===== src/sv/gbca_pkg.sv =====
package gbca_pkg;

  // Field widths of the stream items
  localparam int KIND_W    = 2;
  localparam int GRP_W     = 8;
  localparam int SLOT_W    = 4;
  localparam int AGT_W     = 10;
  localparam int OPN_W     = 17;
  localparam int GS_W      = 5;
  localparam int CFG_IDX_W = 2;
  localparam int MOD_W     = 17;
  // Sum of up to sixteen Q1.16 opinions
  localparam int SUM_W     = 21;
  localparam int IN_DATA_W  = 40;
  localparam int OUT_DATA_W = 32;

  localparam logic [OPN_W-1:0] ONE_Q16 = 17'h10000;

  // Entries in the queue between front and back end
  localparam int QDEPTH = 2;

  // Configuration register indexes
  localparam logic [CFG_IDX_W-1:0] CFG_GROUP_SIZE = 2'd0;
  localparam logic [CFG_IDX_W-1:0] CFG_EPSILON    = 2'd1;

  typedef enum logic [KIND_W-1:0] {
    KIND_LOAD  = 2'd0,
    KIND_WRITE = 2'd1,
    KIND_GROUP = 2'd2,
    KIND_NONE  = 2'd3
  } kind_t;

  typedef enum logic [2:0] {
    ST_IDLE,
    ST_GATHER,
    ST_DECIDE,
    ST_DIVIDE,
    ST_REPORT
  } state_t;

  // Classified item as it travels through the queue
  typedef struct packed {
    kind_t             kind;
    logic [GRP_W-1:0]  grp;        // group index reduced to the group count
    logic [SLOT_W-1:0] slot;
    logic              slot_ok;    // slot lies inside the group
    logic [AGT_W-1:0]  agent;      // agent index as received
    logic [AGT_W-1:0]  agent_red;  // agent index reduced to the agent count
    logic [OPN_W-1:0]  value;      // opinion saturated to one
  } cmd_t;

  // One result item
  typedef struct packed {
    logic [AGT_W-1:0] agent;
    logic [OPN_W-1:0] opinion;
    logic             averaged;
    logic             last;
  } res_t;

  // Request to the serial divider
  typedef struct packed {
    logic             start;
    logic [SUM_W-1:0] dividend;
    logic [GS_W-1:0]  divisor;
  } div_req_t;

  // x mod m for a narrow x by restoring reduction, one shifted compare per bit
  function automatic logic [AGT_W-1:0] reduce_mod(input logic [AGT_W-1:0] x,
                                                  input logic [MOD_W-1:0] m);
    logic [AGT_W+MOD_W-1:0] r;
    logic [AGT_W+MOD_W-1:0] d;
    r = (AGT_W+MOD_W)'(x);
    for (int k = AGT_W - 1; k >= 0; k--) begin
      d = (AGT_W+MOD_W)'(m) << k;
      if (r >= d) begin
        r = r - d;
      end
    end
    return r[AGT_W-1:0];
  endfunction

endpackage


===== src/sv/gbca_front.sv =====
module gbca_front #(
  parameter int AGENTS      = 1024,
  parameter int GROUPS      = 256,
  parameter int MEMBERS_MAX = 4
) (
  input  logic                             in_tvalid,
  output logic                             in_tready,
  // group_index[7:0], slot[11:8], agent_index[21:12], opinion_value[38:22]
  input  logic [gbca_pkg::IN_DATA_W-1:0]   in_tdata,
  // kind[1:0]
  input  logic [gbca_pkg::KIND_W-1:0]      in_tuser,
  output logic                             push_valid,
  input  logic                             push_ready,
  output gbca_pkg::cmd_t                   push_cmd
);

  localparam logic [gbca_pkg::MOD_W-1:0] AGT_MOD = gbca_pkg::MOD_W'(AGENTS);
  localparam logic [gbca_pkg::MOD_W-1:0] GRP_MOD = gbca_pkg::MOD_W'(GROUPS);

  logic [gbca_pkg::GRP_W-1:0]  grp_raw;
  logic [gbca_pkg::SLOT_W-1:0] slot_raw;
  logic [gbca_pkg::AGT_W-1:0]  agent_raw;
  logic [gbca_pkg::OPN_W-1:0]  value_raw;

  // Unpack the item fields
  assign grp_raw   = in_tdata[7:0];
  assign slot_raw  = in_tdata[11:8];
  assign agent_raw = in_tdata[21:12];
  assign value_raw = in_tdata[38:22];

  // Classify: reduce indices, check the slot, saturate the opinion
  always_comb begin
    push_cmd.kind      = gbca_pkg::kind_t'(in_tuser);
    push_cmd.grp       = gbca_pkg::GRP_W'(gbca_pkg::reduce_mod(
                           gbca_pkg::AGT_W'(grp_raw), GRP_MOD));
    push_cmd.slot      = slot_raw;
    push_cmd.slot_ok   = (32'(slot_raw) < MEMBERS_MAX);
    push_cmd.agent     = agent_raw;
    push_cmd.agent_red = gbca_pkg::reduce_mod(agent_raw, AGT_MOD);
    push_cmd.value     = (value_raw > gbca_pkg::ONE_Q16) ? gbca_pkg::ONE_Q16 : value_raw;
  end

  assign push_valid = in_tvalid;
  assign in_tready  = push_ready;

endmodule


===== config.mk =====
export PLATFORM = sky130hd
export DESIGN_NAME = gbca_front
export DESIGN_NICKNAME = d
export VERILOG_FILES = /design/src/sv/gbca_pkg.sv /design/src/sv/gbca_front.sv
export SDC_FILE = /design/constraint.sdc
export NUM_CORES = 1
export LEC_CHECK = 0
export ABC_AREA = 1
export BUFFER_PORTS_ARGS = -buffer_cell sky130_fd_sc_hd__buf_4
export CAP_MARGIN = 20
export CELL_PAD_IN_SITES_DETAIL_PLACEMENT = 1
export CELL_PAD_IN_SITES_GLOBAL_PLACEMENT = 2
export CORE_ASPECT_RATIO = 0.5
export CORE_MARGIN = 2
export CORE_UTILIZATION = 10
export DETAILED_ROUTE_END_ITERATION = 8
export PLACE_DENSITY = 0.79
export SLEW_MARGIN = 20
export SYNTH_ARGS = -nofsm -noshare
export SYNTH_HDL_FRONTEND = slang
export SYNTH_SLANG_ARGS = --single-unit

===== constraint.sdc =====
create_clock -name vclk -period 1.5
set_clock_uncertainty 0.1 [all_clocks]
set_input_delay 0.3 -clock vclk [all_inputs]
set_output_delay 0.3 -clock vclk [all_outputs]
set_load 0.05 [all_outputs]

## After elaboration in Yosys (flattened, before gate mapping)

Index checks and enable logic that the tools add are counted.

| cells by class | value |
|---|---|
| order comparisons | 2 |
| muxes and demuxes | 1 |

Operators with widths:

| cell | number |
|---|---|
| 17-bit > comparator (second input constant) | 1 |
| 17-bit two-way mux | 1 |
| 4-bit by 3-bit < comparator with 1-bit output (second input constant) | 1 |

| storage, ports and cells | value |
|---|---|
| bits in registers | 0 |
| input bits | 44 |
| output and inout bits | 54 |
| word-level logic and storage cells | 3 |

## Depth between registers and ports, before layout

| logic depth | value |
|---|---|
| word-level depth | 2 |
| mapped depth | 6 |
| gate-level depth less buffers | 5 |

## Least setup slack after synthesis

No wires, ideal clock.

| timing | value |
|---|---|
| path kind | input port to output port |
| from | in in_tdata[32] (netlist name) |
| to | out push_cmd[10] (netlist name) |
| data arrival time | 1453 ps |
| slack | -353 ps |
| stages | 5 |
| buffers on the path | 0 |
| cells stage by stage | nor2_1 nand2_1 nor2_2 nand2_4 a21oi_1 |

RTL lines:

| item | line | source |
|---|---|---|
| from (decl) | gbca_front.sv:9 | `input logic [gbca_pkg::IN_DATA_W-1:0] in_tdata,` |
| to (decl) | gbca_front.sv:14 | `output gbca_pkg::cmd_t push_cmd` |

==> flow_metrics.tcl <==
set metrics [dict create \
    buffer_ports.inserted 39 \
    final.period_utilization 1.11 \
    initial_core_util 0.103 \
    finalCriticalPeriod_ns 1.67 \
    netlist_instances 88 \
    global_route.overflow_total 0 \
    overall_via_count_from_detail_route 483 \
    timing.max_cap.violations 0 \
    max_slew.worst_pin.slew_ns 0.159 \
    design.core.area_um2 5440 \
    cellLeakagePower_nw 0.445 \
    violations "negative setup slack" \
    routabilityCongestion 0.645 \
    synth_largest_area_cell "buf_4" \
    post_synth_most_frequent_cells "36 x buf_4, 16 x inv_1, 9 x a21oi_2, 9 x nor2_1, 6 x a21oi_1" \
    status "finished with violations" \
    setup.worst_path.end_class "output pin" \
    clock_power_share 0 \
    syn_nets 132 \
    nClkBuffers 0 \
    viasPerCell 2.91 \
    synth_top_cells_by_area "buf_4 48%, a21oi_2 14%, inv_1 11%" \
    finalSetupViolCount 16 \
    grt_setup_unrepaired "true" \
    antennaDiodeCount 0 \
    fin_total_pwr_uw 327 \
    synth-warning-count 0 \
    layout.nets 139 \
    setup.worst_path.start_class "input port" \
    grt_util_all_layers 0.0390 \
    wire_length_of_the_first_global_routing_pass_um 2020 \
    seq_power_share 0 \
    first_global_vias 484 \
    netlist.area_leader.share 0.481 \
    p_switching_uw 189 \
    route.antenna.remaining_nets 0 \
    worst_ir_drop_vdd_mv 0.0698 \
    share_of_final_layout_standard_cells_stronger_than_drive_strength_1 0.785 \
    routed_length_per_instance_um 9.04 \
    crit_path_max_fanout 8 \
    combPwrFrac 1.000 \
    largest_net_degree_at_the_start_of_global_routing 9 \
    seq_cell_count 0 \
    holdCritPathClass "in -> out" \
    numPlacedInstances 166 \
    cts_hold_buf 0 \
    antenna_found_initial 0 \
    cellInternalPower_uw 138 \
    drt_pass1_iterations 1 \
    maxSlewViolCount 0 \
    seq_area_frac_synth 0 \
    sequential_cell_area_um2 0 \
    detailedRoute.firstIterationViolations 0 \
    die_h_um 57 \
    synth_to_layout_area_growth_pct 83.3 \
    setup.worst_path.class "in -> out" \
    p_sw_frac 0.578 \
    detail_route.drc_violations 0 \
    worst_ep_required_time_ns 1.10 \
    max_clock_freq_mhz 600 \
    row_count 19 \
    syn-mean-instance-area_um2 6.38 \
    i_o_pin_total 98 \
    post-synth-top-count-cell "buf_4" \
    synth.lib_cells_used.distinct 12 \
    full_die_area_um2 6270 \
    post_synth_instance_area_um2 562 \
    stdcell_count 166 \
    final_critical_path_setup_slack_ns -0.167 \
    powerDensity_nw_per_um2 317 \
    remaining_max_slew_budget_at_the_tightest_pin 0.894 \
    postRouteWirelength_um 1500 \
    finalHoldViolCount 0 \
    cp.arrival_ns 1.27 \
    floorplan.die.width_um 110 \
    hpwl_um 1200 \
]
## layout make-up
cell class / instances / area (um^2)
fillers: 618 / 4410
inverters: 16 / 60.1
multi-input cells: 32 / 390
well taps: 73 / 91.3
repair buffers: 45 / 488
## repair_timing
action	CTS	global route
endpoints found under the hold margin	0	0
setup endpoints to repair	16	16
buffers inserted	0	0
resized for setup	28	17
pin swaps	7	11
## cells in the final DEF, fill, tap and decap left out
cell type,n
buf_8,2
buf_12,3
buf_6,26
nor2_4,7
buf_4,14
a21oi_4,16
nor2_1,1
nand2_1,3
nor2_2,3
inv_1,16
nand2_4,1
nand2_2,1
## layer usage
metal	wire length, um	track usage	share of wire
met1	428	0.0398	0.29
met2	950	0.0841	0.63
met3	118	0.00457	0.079
met4	2	0.00723	0.0013
met5	0	0	0
## metrics by stage
step | cell area [um^2] | util | hold slack [ns] | TNS, ns | setup WS, ns
2_1_floorplan | 677 | - | 0.648 | -1.36 | -0.0961
3_3_place_gp | 840 | 0.154 | 0.500 | -3.32 | -0.223
3_5_place_dp | 840 | 0.154 | 0.500 | -3.17 | -0.216
4_1_cts | 945 | 0.174 | 0.500 | -2.49 | -0.171
5_1_grt | 1030 | 0.189 | 0.500 | -3.07 | -0.232
6_report | 1030 | 0.189 | 0.500 | -2.10 | -0.167
## path summary, 6_finish.rpt
path / startpoint / endpoint / slack [ns] / cells after the start
worst min-delay path: push_ready / in_tready / 0.50 / 0
worst max-delay path: in_tdata[36] / push_cmd[13] / -0.17 / 8
## power groups by stage
stage          combinational (mW)  sequential [mW]  clock [mW]
6_report                    0.327                0           0
5_1_grt                     0.343                0           0
4_1_cts                     0.307                0           0
3_5_place_dp                0.278                0           0
3_3_place_gp                0.275                0           0
2_1_floorplan               0.419                0           0
## worst max-delay path: stages
cell     delay, ns
buf_6         0.10
nor2_4        0.09
nand2_1       0.06
nor2_2        0.15
nand2_4       0.09
buf_12        0.16
a21oi_4       0.15
buf_6         0.17
## kinds of logic (layout without fill, tap and decap cells)
family | count (synthesis) | in the layout | synth area share
AO/OA/AOI/OAI | 16 | 16 | 0.223
AND/OR/NAND/NOR | 16 | 16 | 0.129
buffers and inverters | 56 | 61 | 0.648
No activity file was read; power rests on OpenSTA's default activity.
