==> config.mk <==
export PLATFORM = sky130hd
export DESIGN_NAME = gbca_queue
export DESIGN_NICKNAME = d
export VERILOG_FILES = /design/src/sv/gbca_pkg.sv /design/src/sv/gbca_queue.sv
export SDC_FILE = /design/constraint.sdc
export NUM_CORES = 1
export LEC_CHECK = 0
export BUFFER_PORTS_ARGS = -buffer_cell sky130_fd_sc_hd__buf_4
export CORE_AREA = 3 3 94 96
export CTS_CLUSTER_DIAMETER = 30
export DETAILED_ROUTE_END_ITERATION = 10
export DIE_AREA = 0 0 97 99
export GPL_ROUTABILITY_DRIVEN = 1
export MAX_ROUTING_LAYER = met4
export PLACE_DENSITY = 0.75
export SLEW_MARGIN = 30
export SYNTH_ARGS = -nofsm -noshare
export SYNTH_HDL_FRONTEND = slang
export SYNTH_SLANG_ARGS = --single-unit
==> constraint.sdc <==
create_clock -name clk -period 2.75 [get_ports clk]
set_input_delay 0.275 -clock clk [delete_from_list [all_inputs] [get_ports clk]]
set_output_delay 0.275 -clock clk [all_outputs]
set_load 0.02 [all_outputs]
==> src/sv/gbca_pkg.sv <==
package gbca_pkg;

  // Field widths of the stream items
  localparam int KIND_W    = 2;
  localparam int GRP_W     = 8;
  localparam int SLOT_W    = 4;
  localparam int AGT_W     = 10;
  localparam int OPN_W     = 17;
  localparam int GS_W      = 5;
  localparam int CFG_IDX_W = 2;
  localparam int MOD_W     = 17;
  // Sum of up to sixteen Q1.16 opinions
  localparam int SUM_W     = 21;
  localparam int IN_DATA_W  = 40;
  localparam int OUT_DATA_W = 32;

  localparam logic [OPN_W-1:0] ONE_Q16 = 17'h10000;

  // Entries in the queue between front and back end
  localparam int QDEPTH = 2;

  // Configuration register indexes
  localparam logic [CFG_IDX_W-1:0] CFG_GROUP_SIZE = 2'd0;
  localparam logic [CFG_IDX_W-1:0] CFG_EPSILON    = 2'd1;

  typedef enum logic [KIND_W-1:0] {
    KIND_LOAD  = 2'd0,
    KIND_WRITE = 2'd1,
    KIND_GROUP = 2'd2,
    KIND_NONE  = 2'd3
  } kind_t;

  typedef enum logic [2:0] {
    ST_IDLE,
    ST_GATHER,
    ST_DECIDE,
    ST_DIVIDE,
    ST_REPORT
  } state_t;

  // Classified item as it travels through the queue
  typedef struct packed {
    kind_t             kind;
    logic [GRP_W-1:0]  grp;        // group index reduced to the group count
    logic [SLOT_W-1:0] slot;
    logic              slot_ok;    // slot lies inside the group
    logic [AGT_W-1:0]  agent;      // agent index as received
    logic [AGT_W-1:0]  agent_red;  // agent index reduced to the agent count
    logic [OPN_W-1:0]  value;      // opinion saturated to one
  } cmd_t;

  // One result item
  typedef struct packed {
    logic [AGT_W-1:0] agent;
    logic [OPN_W-1:0] opinion;
    logic             averaged;
    logic             last;
  } res_t;

  // Request to the serial divider
  typedef struct packed {
    logic             start;
    logic [SUM_W-1:0] dividend;
    logic [GS_W-1:0]  divisor;
  } div_req_t;

  // x mod m for a narrow x by restoring reduction, one shifted compare per bit
  function automatic logic [AGT_W-1:0] reduce_mod(input logic [AGT_W-1:0] x,
                                                  input logic [MOD_W-1:0] m);
    logic [AGT_W+MOD_W-1:0] r;
    logic [AGT_W+MOD_W-1:0] d;
    r = (AGT_W+MOD_W)'(x);
    for (int k = AGT_W - 1; k >= 0; k--) begin
      d = (AGT_W+MOD_W)'(m) << k;
      if (r >= d) begin
        r = r - d;
      end
    end
    return r[AGT_W-1:0];
  endfunction

endpackage

==> src/sv/gbca_queue.sv <==
module gbca_queue (
  input  logic           clk,
  input  logic           rst_n,
  input  logic           push_valid,
  output logic           push_ready,
  input  gbca_pkg::cmd_t push_cmd,
  output logic           pop_valid,
  input  logic           pop_ready,
  output gbca_pkg::cmd_t pop_cmd
);

  localparam int PW = (gbca_pkg::QDEPTH > 1) ? $clog2(gbca_pkg::QDEPTH) : 1;
  localparam int CNT_W = $clog2(gbca_pkg::QDEPTH + 1);

  gbca_pkg::cmd_t   entry_r [gbca_pkg::QDEPTH];
  logic [PW-1:0]    wr_ptr_r, wr_ptr_nxt;
  logic [PW-1:0]    rd_ptr_r, rd_ptr_nxt;
  logic [CNT_W-1:0] count_r, count_nxt;
  logic             push, pop;

  assign push_ready = (count_r != CNT_W'(gbca_pkg::QDEPTH));
  assign pop_valid  = (count_r != '0);
  assign pop_cmd    = entry_r[rd_ptr_r];
  assign push       = push_valid && push_ready;
  assign pop        = pop_valid && pop_ready;

  // Pointer and fill count update
  always_comb begin
    wr_ptr_nxt = wr_ptr_r;
    rd_ptr_nxt = rd_ptr_r;
    count_nxt  = count_r;
    if (push) begin
      wr_ptr_nxt = (wr_ptr_r == PW'(gbca_pkg::QDEPTH - 1)) ? '0 : wr_ptr_r + PW'(1);
    end
    if (pop) begin
      rd_ptr_nxt = (rd_ptr_r == PW'(gbca_pkg::QDEPTH - 1)) ? '0 : rd_ptr_r + PW'(1);
    end
    if (push && !pop) begin
      count_nxt = count_r + CNT_W'(1);
    end else if (pop && !push) begin
      count_nxt = count_r - CNT_W'(1);
    end
  end

  always_ff @(posedge clk) begin
    if (!rst_n) begin
      wr_ptr_r <= '0;
      rd_ptr_r <= '0;
      count_r  <= '0;
    end else begin
      wr_ptr_r <= wr_ptr_nxt;
      rd_ptr_r <= rd_ptr_nxt;
      count_r  <= count_nxt;
    end
  end

  // Entry storage
  always_ff @(posedge clk) begin
    if (push) begin
      entry_r[wr_ptr_r] <= push_cmd;
    end
  end

endmodule

# Word level (Yosys, flattened, before mapping)
# Memories as Yosys holds them, arrays and structs flattened. A register that Yosys moved wholly into a read port is not among the register bits.
# Index checks and enable logic that the tools add are counted.
[totals] ramBits=104 reg_bits=4 mem_count=1 input_bits=56 output_inout_bits=54
[memory_table] memory="entry_r" words=2 width=52 rd=1 rd_ports_with_merged_regs=1 wr=1 line_no="gbca_queue.sv:15" source="gbca_pkg::cmd_t entry_r [gbca_pkg::QDEPTH];"
[classes] n_mux=8 n_reduce_logical=8 addsub=4 n_eq_ne=1
[ops] cell="two-way mux 1 bit" count=6
[ops] cell="logical AND 1 bit" count=4
[ops] cell="two-way mux 2 bit" count=2
[ops] cell="nonzero test 2 bit" count=2
[ops] cell="adder 1 bit (second input constant)" count=2
[ops] cell="adder 2 x 1 -> 2 bit (second input constant)" count=1
[ops] cell="zero test 1 bit" count=2
[ops] cell="inequality test 2 bit (second input constant)" count=1
[ops] cell="subtractor 2 x 1 -> 2 bit (second input constant)" count=1

# Longest topological paths before layout
# Gate-level depths: netlist of the first run.
[depth] word_depth=6 ltp_mapped=6 ltp_nobuf=6

# Worst setup path after synthesis of the first run
# OpenSTA, ideal clock, no wires.
[synth_path] kind="register to register" from="register count_r[0]" to="memory entry_r[1][0] in the netlist's numbering, enable pin" synth_period_minus_slack_ns=2.302 path_buffers=0 arrival_ns=1.887 path_stages_with_launch=3 path_slack_ns=0.448 cell_sequence="dfxtp_1 > nand2b_4 > and3_1"
[synth_via] elab_chain_len=4
[synth_lines] element="from (decl)" line_no="gbca_queue.sv:18" source="logic [CNT_W-1:0] count_r, count_nxt;"
[synth_lines] element="from (signal assigned)" line_no="gbca_queue.sv:53" source="count_r <= count_nxt;"
[synth_lines] element="inequality test 2 bit" line_no="gbca_queue.sv:21" source="assign push_ready = (count_r != CNT_W'(gbca_pkg::QDEPTH));"
[synth_lines] element="net push_ready" line_no="gbca_queue.sv:5" source="output logic push_ready,"
[synth_lines] element="logical AND 1 bit" line_no="gbca_queue.sv:24" source="assign push = push_valid && push_ready;"
[synth_lines] element="two-way mux 1 bit" line_no="gbca_queue.sv:59" source="if (push) begin"
[synth_lines] element="two-way mux 1 bit (not written as such)" line_no="gbca_queue.sv:60" source="entry_r[wr_ptr_r] <= push_cmd;"
[synth_lines] element="to (decl)" line_no="gbca_queue.sv:15"
# The timed path passes the listed nets, and every way through them passes these cells.

==> results of run 1 <==
-- Yosys cell counts --
cell | count | area, µm²
a21bo_2 | 1 | 10.0
a21boi_0 | 1 | 7.51
a21boi_1 | 1 | 7.51
and2_1 | 4 | 25.0
and3_1 | 1 | 6.26
buf_2 | 1 | 5.00
buf_4 | 5 | 37.5
dfxtp_1 | 5 | 100
edfxtp_1 | 104 | 3120
ha_1 | 1 | 12.5
inv_1 | 1 | 3.75
mux2_2 | 52 | 586
nand2b_4 | 1 | 13.8
nand3b_1 | 1 | 7.51
o21ai_0 | 1 | 5.00
o21ai_1 | 1 | 5.00
or2_2 | 1 | 6.26
or3_1 | 1 | 6.26
xnor2_1 | 2 | 17.5
xor2_1 | 1 | 8.76
-- cell type report --
cell class              count  area (µm²)
well taps                 105         131
flip-flops and latches    109        3220
multi-input cells          70         726
repair buffers            114         868
fillers                   575        3000
clock inverters             7        57.6
clock buffers               9         124
inverters                   1        3.75
-- kinds of logic (layout without fill, tap and decap cells) --
kind of cell | after synthesis | after routing
muxes | 52 | 52
xor gates and xnor gates | 3 | 3
buffers and inverters | 7 | 131
adders and majority gates | 1 | 1
AOI/OAI and AO/OA | 5 | 5
and+or+nand+nor | 9 | 9
DFF | 109 | 109
-- how the worst max path moves through the flow --
stage	from	endpoint	slack [ps]	depth (start not counted)
after floorplan	count_r[0]	entry_r[1][0]	450	2
after global placement	count_r[0]	entry_r[0][30]	930	4
after detailed placement	count_r[0]	entry_r[0][30]	850	4
after CTS	register	pop_cmd[2]	540	3
after global routing	register	pop_cmd[2]	470	3
final	register	pop_cmd[2]	590	3
-- state kept, by name, indices dropped and copies added, names as in the netlist, named ones only --
signal	cells
entry_r	104
wr_ptr_r	1
rd_ptr_r	1
count_r	2
-- where the power goes --
group          total (mW)  internal, mW  switching, mW
registers            2.18          2.07          0.108
logic                1.44         0.703          0.735
clock network       0.879         0.342          0.537
total                4.50          3.12           1.38
-- layer usage --
layer / vias to the layer above / GRT usage (%) / wire length [µm] / share of wire (%)
met1: 1003 / 18.1 / 2840 / 41
met5: - / - / 0 / 0
met2: 73 / 24.6 / 3560 / 52
met4: 0 / 4.86 / 58 / 0.84
li1: 965 / - / - / -
met3: 6 / 4.95 / 430 / 6.2
-- worst max-delay path, cell delays in order (launching register included) --
cell	delay, ps
dfxtp_2	710
buf_12	290
mux2_2	360
buf_4	160
-- per-stage QoR --
stage	instance area, µm²	hold slack, ps	cells	util, %	total power [mW]
after floorplan	3990	374	186	-	3.10
after global placement	4950	461	399	60.9	3.65
after detailed placement	4950	462	399	60.9	3.68
after CTS	5130	73.3	415	63.1	4.55
after global routing	5130	59.9	415	63.1	4.74
final	5130	91.4	415	63.1	4.50
==> results.txt, run 1 <==
RSZ-0062 raised after global routing -> no
Hold Path Sink -> entry_r[1][20]
Initial antenna violation count -> 0
Largest net degree at the start of global routing -> 31
Leak -> 1.90 nW
Via count -> 2047
H-tree depth -> 3
Post-place setup slack -> 855 ps
Synth Area in Adders -> 0.313%
Layout cells sized above 1 -> 60.6%
Worst R2R End -> entry_r[0][9]
Slew Limit Headroom -> 60.4%
I/O pin count -> 110
Post_cts resized -> 0
Reg clk slew, reported paths -> 110 ps
Cell area after synthesis -> 3990 µm²
Clock Path Buffers -> 2
Clk_lat worst skew -> 360 ps
CTS Buf Count -> 9
Vias in the first global route -> 2133
DP HPWL -> 4.72 mm
Worst Skew -> 13.3 ps
Multiplexer share of the synthesized area -> 14.7%
Post-DRT Antenna Nets -> 0
Commonest non-fill, non-tap cell in the layout -> buf_4
Crit Path Class -> reg -> out
Root Driver -> clkbuf_8
Setup ws final -> 593 ps
Die W -> 97 µm
Hold path depth -> 1
Setup TNS -> 0 ps
Num rows -> 33
TritonCTS clock tree -> yes
Critical Path RT -> 2480 ps
Final Max Tran Viols -> 0
WL/cell -> 16.6 µm
Post-CTS Setup Bufs -> 0
Die height -> 99 µm
DRT Wirelength -> 6.89 mm
Hold path startpoint -> push_cmd[20]
WP data arrival -> 1880 ps
Avg Cell Area, Syn -> 21.5 µm²
# port buffers -> 109
Post-DR vias/cell -> 4.93
Post-Synthesis Cells -> 186
Post-synthesis compound-gate area fraction -> 0.877%
Worst hold path class -> in -> reg
Total GRT Usage -> 15.1%
Hold_buf cts -> 0
Final period util -> 78.4%
Core Area -> 8130 µm²
PD cells -> 876 nW/µm²
Yosys reg bits -> 109
RD Place Congestion -> 0.724
CP Max Fanout -> 30
Simple-Gate Fraction of Synth Area -> 1.63%
Measured slew at the worst slew-check pin -> 593 ps
Residual DRC -> 0
First-pass DRT Iterations -> 4
Clock sink count -> 109
Commonest non-fill, non-tap cells in the layout -> 113 x buf_4, 104 x edfxtp_1, 52 x mux2_2, 9 x clkbuf_8
Setup Viol. Count Final -> 0
Status -> finished, final reports clean
Nets@finish -> 362
Synth Area in XOR/XNOR -> 0.658%
Kind of end point of the critical path -> output pin
Worst vdd ir -> 0.471 mV
Startpoint Class -> register
Max Fclk -> 464 MHz
Cell variety after synth -> 20
Congestion Overflow GR -> 0
Initial Util -> 49.1%
Initial DRC Count -> 93
Area Growth Syn to Fin -> 28.6%
Total of warnings raised by yosys -> 0
Final min period -> 2160 ps
Die area -> 9600 µm²
Net Count, Synth -> 243
RR Startpoint -> count_r[0]
Largest family of logic cells by synthesized area -> multiplexers
Final hold vios -> 0
FF-to-FF path depth -> 4
Maxcap violations -> 0
Share of the yosys chip area belonging to registers -> 80.7%
Antenna fix cells -> 0
Reg2Reg Setup Slack -> 900 ps
Global-route wire length before repair -> 10.8 mm
Power figures use the tool's default switching activity.
==> inputs of run 2 (changes only) <==
==> constraint.sdc (replaced) <==
create_clock -name clk -period 2.05 [get_ports clk]
set_input_delay 0.205 -clock clk [delete_from_list [all_inputs] [get_ports clk]]
set_output_delay 0.205 -clock clk [all_outputs]
set_load 0.02 [all_outputs]
==> run 2 against run 1 <==
  * Clock power increased by 35%
  * Critical path type unchanged
  * Register-to-register slack got worse by 450 ps
  * Clock skew decreased by 3.3 ps
  * Highest routed layer unchanged
  * Wire length decreased by 0.58%
  * First-iteration DRC count decreased by 47%
  * Final area increased by 0.27%
  * Sequential share of layout area decreased by 0.17 points
  * Critical endpoint is now pop_cmd[43]
==> results.txt, run 2 (synthesized netlist as in run 1, its figures left out) <==
Clock sink count -> 109 (unchanged)
Comb power frac -> 33.1% (+1.1 points)
Initial antenna violation count -> 0 (unchanged)
Initial Util -> 49.1% (unchanged)
Critical Path RT -> 1850 ps (-630 ps)
CP Max Fanout -> 29 (-3.3%)
I/O pin count -> 110 (unchanged)
Switching share of total power -> 30.8% (+0.13 points)
Worst hold path class -> in -> reg
Fillers -> 592 (+3.0%)
WP data arrival -> 1580 ps (-300 ps)
H-tree depth -> 3 (unchanged)
Post_cts resized -> 0 (unchanged)
Leak -> 1.91 nW (+0.10%)
Clock Path Buffers -> 2 (unchanged)
Global-route wire length before repair -> 10.9 mm (+1.0%)
Finished Cell Area -> 5150 µm² (+0.27%)
P_int -> 4.19 mW (+34%)
DRT Wirelength -> 6.85 mm (-0.58%)
CTS Buf Count -> 9 (unchanged)
Top flop regs -> entry_r x104, count_r x2
Post-DRT Antenna Nets -> 0 (unchanged)
Final min period -> 1780 ps
Maxcap violations -> 0 (unchanged)
Hold path depth -> 1 (unchanged)
Num rows -> 33 (unchanged)
Commonest non-fill, non-tap cell in the layout -> buf_4
Antenna fix cells -> 0 (unchanged)
TritonCTS clock tree -> yes
Max reg flops -> 104 (unchanged)
Largest Register -> entry_r
Hold_buf cts -> 0 (unchanged)
Post-CTS Setup Bufs -> 0 (unchanged)
Worst vdd ir -> 0.619 mV (+31%)
Area Growth Syn to Fin -> 28.9%
DP HPWL -> 4.66 mm (-1.3%)
Slew Limit Headroom -> 73.8% (+13 points)
RD Place Congestion -> 0.757 (+4.4%)
Worst R2R End -> count_r[1]
Final Max Tran Viols -> 0 (unchanged)
Hold Path Sink -> entry_r[1][39]
First-pass DRT Iterations -> 5 (+1)
WL/cell -> 16.5 µm (-0.82%)
FF-to-FF path depth -> 5 (+1)
Kind of end point of the critical path -> output pin
Die W -> 97 µm (unchanged)
Clock share of power -> 19.7% (+0.2 points)
Largest net degree at the start of global routing -> 36 (+16%)
Post-DR vias/cell -> 4.90 (-0.63%)
Residual DRC -> 0 (unchanged)
Via count -> 2039 (-0.39%)
Die area -> 9600 µm² (unchanged)
Final period util -> 86.9%
Final hold vios -> 0 (unchanged)
Nets@finish -> 363 (+0.28%)
Vias in the first global route -> 2218 (+4.0%)
Clk_lat worst skew -> 360 ps (about the same)
Root Driver -> clkbuf_8
Sequential power share -> 47.3% (-1.2 points)
RR Startpoint -> count_r[0]
Hold path startpoint -> push_cmd[39]
Initial DRC Count -> 49 (-47%)
Core Area -> 8130 µm² (unchanged)
Crit Path Class -> reg -> out
Setup Viol. Count Final -> 0 (unchanged)
RSZ-0062 raised after global routing -> no
Commonest non-fill, non-tap cells in the layout -> 114 x buf_4, 104 x edfxtp_1, 52 x mux2_2, 9 x clkbuf_8
Status -> finished, final reports clean
Reg2Reg Setup Slack -> 450 ps (-450 ps)
PD cells -> 1180 nW/µm² (+34%)
Die height -> 99 µm (unchanged)
Layout cells sized above 1 -> 60.8% (+0.13 points)
Switching Power -> 1.86 mW (+35%)
Measured slew at the worst slew-check pin -> 392 ps (-200 ps)
Setup TNS -> 0 ps (unchanged)
Worst Skew -> 10.0 ps (-3.25 ps)
Congestion Overflow GR -> 0 (unchanged)
Startpoint Class -> register
Reg clk slew, reported paths -> 110 ps (about the same)
# port buffers -> 109 (unchanged)
Max Fclk -> 561 MHz
Post-DP Area -> 4960 µm² (+0.23%)
Total GRT Usage -> 15.1% (-0.097 points)
[run 2: cell types whose count changed in the layout (fill, tap and decap cells not counted), sizes merged]
cell / before / now
inv: 4 / 2
buf: 114 / 115
clkinvlp: 2 / 3
clkinv: 2 / 3
[run 2: worst max path at each step]
stage,from,cells past startpoint,endpoint
final,register,3,pop_cmd[43]
after detailed placement,count_r[0],5,count_r[1]
after CTS,register,3,pop_cmd[39]
after global placement,count_r[0],5,count_r[1]
after global routing,register,3,pop_cmd[50]
after floorplan,count_r[0],3,entry_r[0][0]
[run 2: critical path, cell delays in order, from the launching register on]
cell and delay (ps):
dfxtp_2 330, buf_4 340, mux2_2 390, buf_4 160
[run 2: final cells by class]
cell class / instances / area [µm²] / area share, %
Timing Repair Buffer: 115 / 876 / 17.0
Inverter: 1 / 7.51 / 0.146
Multi-Input combinational cell: 70 / 726 / 14.1
Clock inverter: 7 / 60.1 / 1.17
Clock buffer: 9 / 124 / 2.41
Sequential cell: 109 / 3220 / 62.6
Tap cell: 105 / 131 / 2.55
[run 2: per-layer routing]
metal  track usage, %  up-vias  part of all wire (%)
met2             24.2       76                    49
met3             3.61        6                   6.2
met4             5.40        0                  0.95
met1             18.9      986                    44
li1                 -      971                     -
met5                -        -                     0
[run 2: power by group through the flow]
stage / combinational (mW) / clock (mW) / sequential (mW)
2_1_floorplan: 1.26 / 0 / 2.89
3_3_place_gp: 2.01 / 0 / 2.89
3_5_place_dp: 2.02 / 0 / 2.92
4_1_cts: 2.03 / 1.23 / 2.87
5_1_grt: 2.13 / 1.32 / 2.89
6_report: 2.00 / 1.19 / 2.86
[run 2: through the flow]
| step | std cells | util, % | hold WS, ps | setup WS [ps] | power (mW) |
|---|---|---|---|---|---|
| floorplan | 186 | - | 304 | 235 | 4.15 |
| global placement | 400 | 61.0 | 390 | 543 | 4.91 |
| detailed placement | 400 | 61.0 | 393 | 480 | 4.94 |
| CTS | 416 | 63.3 | 2.88 | 226 | 6.13 |
| global route | 416 | 63.3 | 0.424 | 158 | 6.34 |
| finish | 416 | 63.3 | 24.4 | 268 | 6.05 |
==> inputs of run 3 (changes only) <==
--- a/config.mk
+++ b/config.mk
@@ -12,7 +12,8 @@
 export DIE_AREA = 0 0 97 99
 export GPL_ROUTABILITY_DRIVEN = 1
 export MAX_ROUTING_LAYER = met4
-export PLACE_DENSITY = 0.75
+export PLACE_DENSITY = 0.8
+export REMOVE_ABC_BUFFERS = 1
 export SLEW_MARGIN = 30
 export SYNTH_ARGS = -nofsm -noshare
 export SYNTH_HDL_FRONTEND = slang
==> run 3 against run 2 <==
  * Die area unchanged
  * Clock power increased by 3%
  * Register-to-register slack better by 40 ps
  * Sequential cell count is the same
  * Cell count unchanged
  * Worst setup slack worse by 30 ps
  * Clock skew down 4.1 ps
  * Final area shrank 0.19%
  * Maximum frequency down 1.6%
  * Sequential share of layout area rose by 0.12 points
==> results.txt, run 3 (synthesized netlist as in run 1, its figures left out) <==
Status -> finished, final reports clean
Final period util -> 88.4% (+1.4 points)
Post-CTS Setup Bufs -> 0 (unchanged)
PD cells -> 1180 nW/µm² (+0.20%)
Reg clk slew, reported paths -> 100 ps (about the same)
Initial Util -> 49.1% (unchanged)
Post-DRT Antenna Nets -> 0 (unchanged)
Commonest non-fill, non-tap cells in the layout -> 115 x buf_4, 104 x edfxtp_1, 52 x mux2_2, 9 x clkbuf_8
Maxcap violations -> 0 (unchanged)
Post-place setup slack -> 502 ps (+22.0 ps)
Worst vdd ir -> 0.779 mV (+26%)
Clk_lat worst skew -> 350 ps (about the same)
Wl on met1 -> 2.74 mm (-8.8%)
Post-DR vias/cell -> 4.84 (-1.2%)
Max Used Layer -> met4
Reg2Reg Setup Slack -> 490 ps (+40 ps)
Final cell count without fillers -> 416 (unchanged)
Leak -> 1.91 nW (+0.12%)
DP HPWL -> 4.68 mm (+0.28%)
# port buffers -> 109 (unchanged)
Die height -> 99 µm (unchanged)
Congestion Overflow GR -> 0 (unchanged)
CTS Buf Count -> 9 (unchanged)
First-pass DRT Iterations -> 5 (unchanged)
I/O pin count -> 110 (unchanged)
Largest Register -> entry_r
Initial antenna violation count -> 0 (unchanged)
Final hold vios -> 0 (unchanged)
Largest net degree at the start of global routing -> 32 (-11%)
Placed insts -> 400 (unchanged)
Area Growth Syn to Fin -> 28.7%
RD Place Congestion -> 0.675 (-11%)
Post_cts resized -> 0 (unchanged)
WL met3 -> 362 µm (-15%)
Worst hold path class -> in -> reg
FF-to-FF path depth -> 5 (unchanged)
Worst Skew -> 5.92 ps (-4.11 ps)
Hold_buf cts -> 0 (unchanged)
Global-route wire length before repair -> 10.8 mm (-1.3%)
Core Area -> 8130 µm² (unchanged)
Crit Path Class -> reg -> out
Die W -> 97 µm (unchanged)
Slew Limit Headroom -> 71.9% (-2.0 points)
Num rows -> 33 (unchanged)
Fillers -> 601 (+1.5%)
Layout cells sized above 1 -> 60.1% (-0.64 points)
Nets@finish -> 363 (unchanged)
Max reg flops -> 104 (unchanged)
Worst R2R End -> count_r[1]
Total power -> 6.05 mW (about the same)
Setup ws final -> 238 ps (-29.6 ps)
DRT Wirelength -> 6.69 mm (-2.3%)
Vias in the first global route -> 2236 (+0.81%)
Measured slew at the worst slew-check pin -> 422 ps (+29.6 ps)
Max Fclk -> 552 MHz (-1.6%)
Residual DRC -> 0 (unchanged)
Met2 wire length -> 3.50 mm (+4.6%)
RR Startpoint -> count_r[0]
Critical Path RT -> 1850 ps (about the same)
H-tree depth -> 3 (unchanged)
Startpoint Class -> register
Antenna fix cells -> 0 (unchanged)
Hold path startpoint -> push_cmd[7]
Clock sink count -> 109 (unchanged)
WP data arrival -> 1610 ps (+30 ps)
RSZ-0062 raised after global routing -> no
Hold path depth -> 1 (unchanged)
Setup Viol. Count Final -> 0 (unchanged)
Kind of end point of the critical path -> output pin
Top flop regs -> entry_r x104, count_r x2
TritonCTS clock tree -> yes
CP Max Fanout -> 30 (+3.4%)
Final min period -> 1810 ps (+29.6 ps)
Root Driver -> clkbuf_8
Hold Path Sink -> entry_r[1][7]
Via count -> 2015 (-1.2%)
Total GRT Usage -> 14.9% (-0.11 points)
WL/cell -> 16.1 µm (-2.3%)
Die area -> 9600 µm² (unchanged)
Final Max Tran Viols -> 0 (unchanged)
Initial DRC Count -> 63 (+29%)
Clock Path Buffers -> 2 (unchanged)
Commonest non-fill, non-tap cell in the layout -> buf_4
## run 3: changes by cell type in the layout (fill, tap and decap cells not counted)
cell	previous run	this run
clkinvlp_4	3	2
buf_4	114	115
inv_2	0	1
buf_12	1	0
inv_8	2	0
clkinv_1	0	2
bufinv_16	0	1
clkinv_4	2	1
## run 3: how the worst max path moves through the flow
| stage | endpoint | slack [ps] |
|---|---|---|
| 6_report | pop_cmd[36] | 240 |
| 4_1_cts | pop_cmd[27] | 190 |
| 2_1_floorplan | entry_r[1][0] | -250 |
| 5_1_grt | pop_cmd[27] | 140 |
| 3_5_place_dp | count_r[1] | 500 |
| 3_3_place_gp | count_r[1] | 550 |
## run 3: per-layer routing
| layer | global-route usage [%] | vias up |
|---|---|---|
| li1 | - | 965 |
| met1 | 17.2 | 969 |
| met2 | 24.9 | 71 |
| met3 | 3.82 | 10 |
| met4 | 6.48 | 0 |
| met5 | - | - |
## run 3: critical path, stage by stage, from the launching register on
cell     delay [ps]
dfxtp_2         330
buf_4           350
mux2_2          400
buf_4           160
## run 3: layout make-up
cell class              instances  area [µm²]  area share (%)
inverters                       1        3.75          0.0730
flip-flops and latches        109        3220            62.7
repair buffers                115         863            16.8
clock buffers                   9         124            2.41
clock inverters                 7        66.3            1.29
well taps                     105         131            2.56
multi-input cells              70         726            14.1
## run 3: through the flow
stage / utilization (%) / hold WS, ps / TNS [ps] / cell area (µm²)
2_1_floorplan: - / 304 / -18360 / 3950
3_3_place_gp: 60.8 / 390 / 0 / 4950
3_5_place_dp: 60.8 / 393 / 0 / 4950
4_1_cts: 63.2 / 7.24 / 0 / 5140
5_1_grt: 63.2 / 2.55 / 0 / 5140
6_report: 63.2 / 28.8 / 0 / 5140
## run 3: where the power goes
| part | total, mW | internal [mW] | switching, mW |
|---|---|---|---|
| registers | 2.86 | 2.78 | 0.0798 |
| clock network | 1.23 | 0.557 | 0.670 |
| logic | 1.97 | 0.933 | 1.03 |
| total | 6.05 | 4.27 | 1.78 |
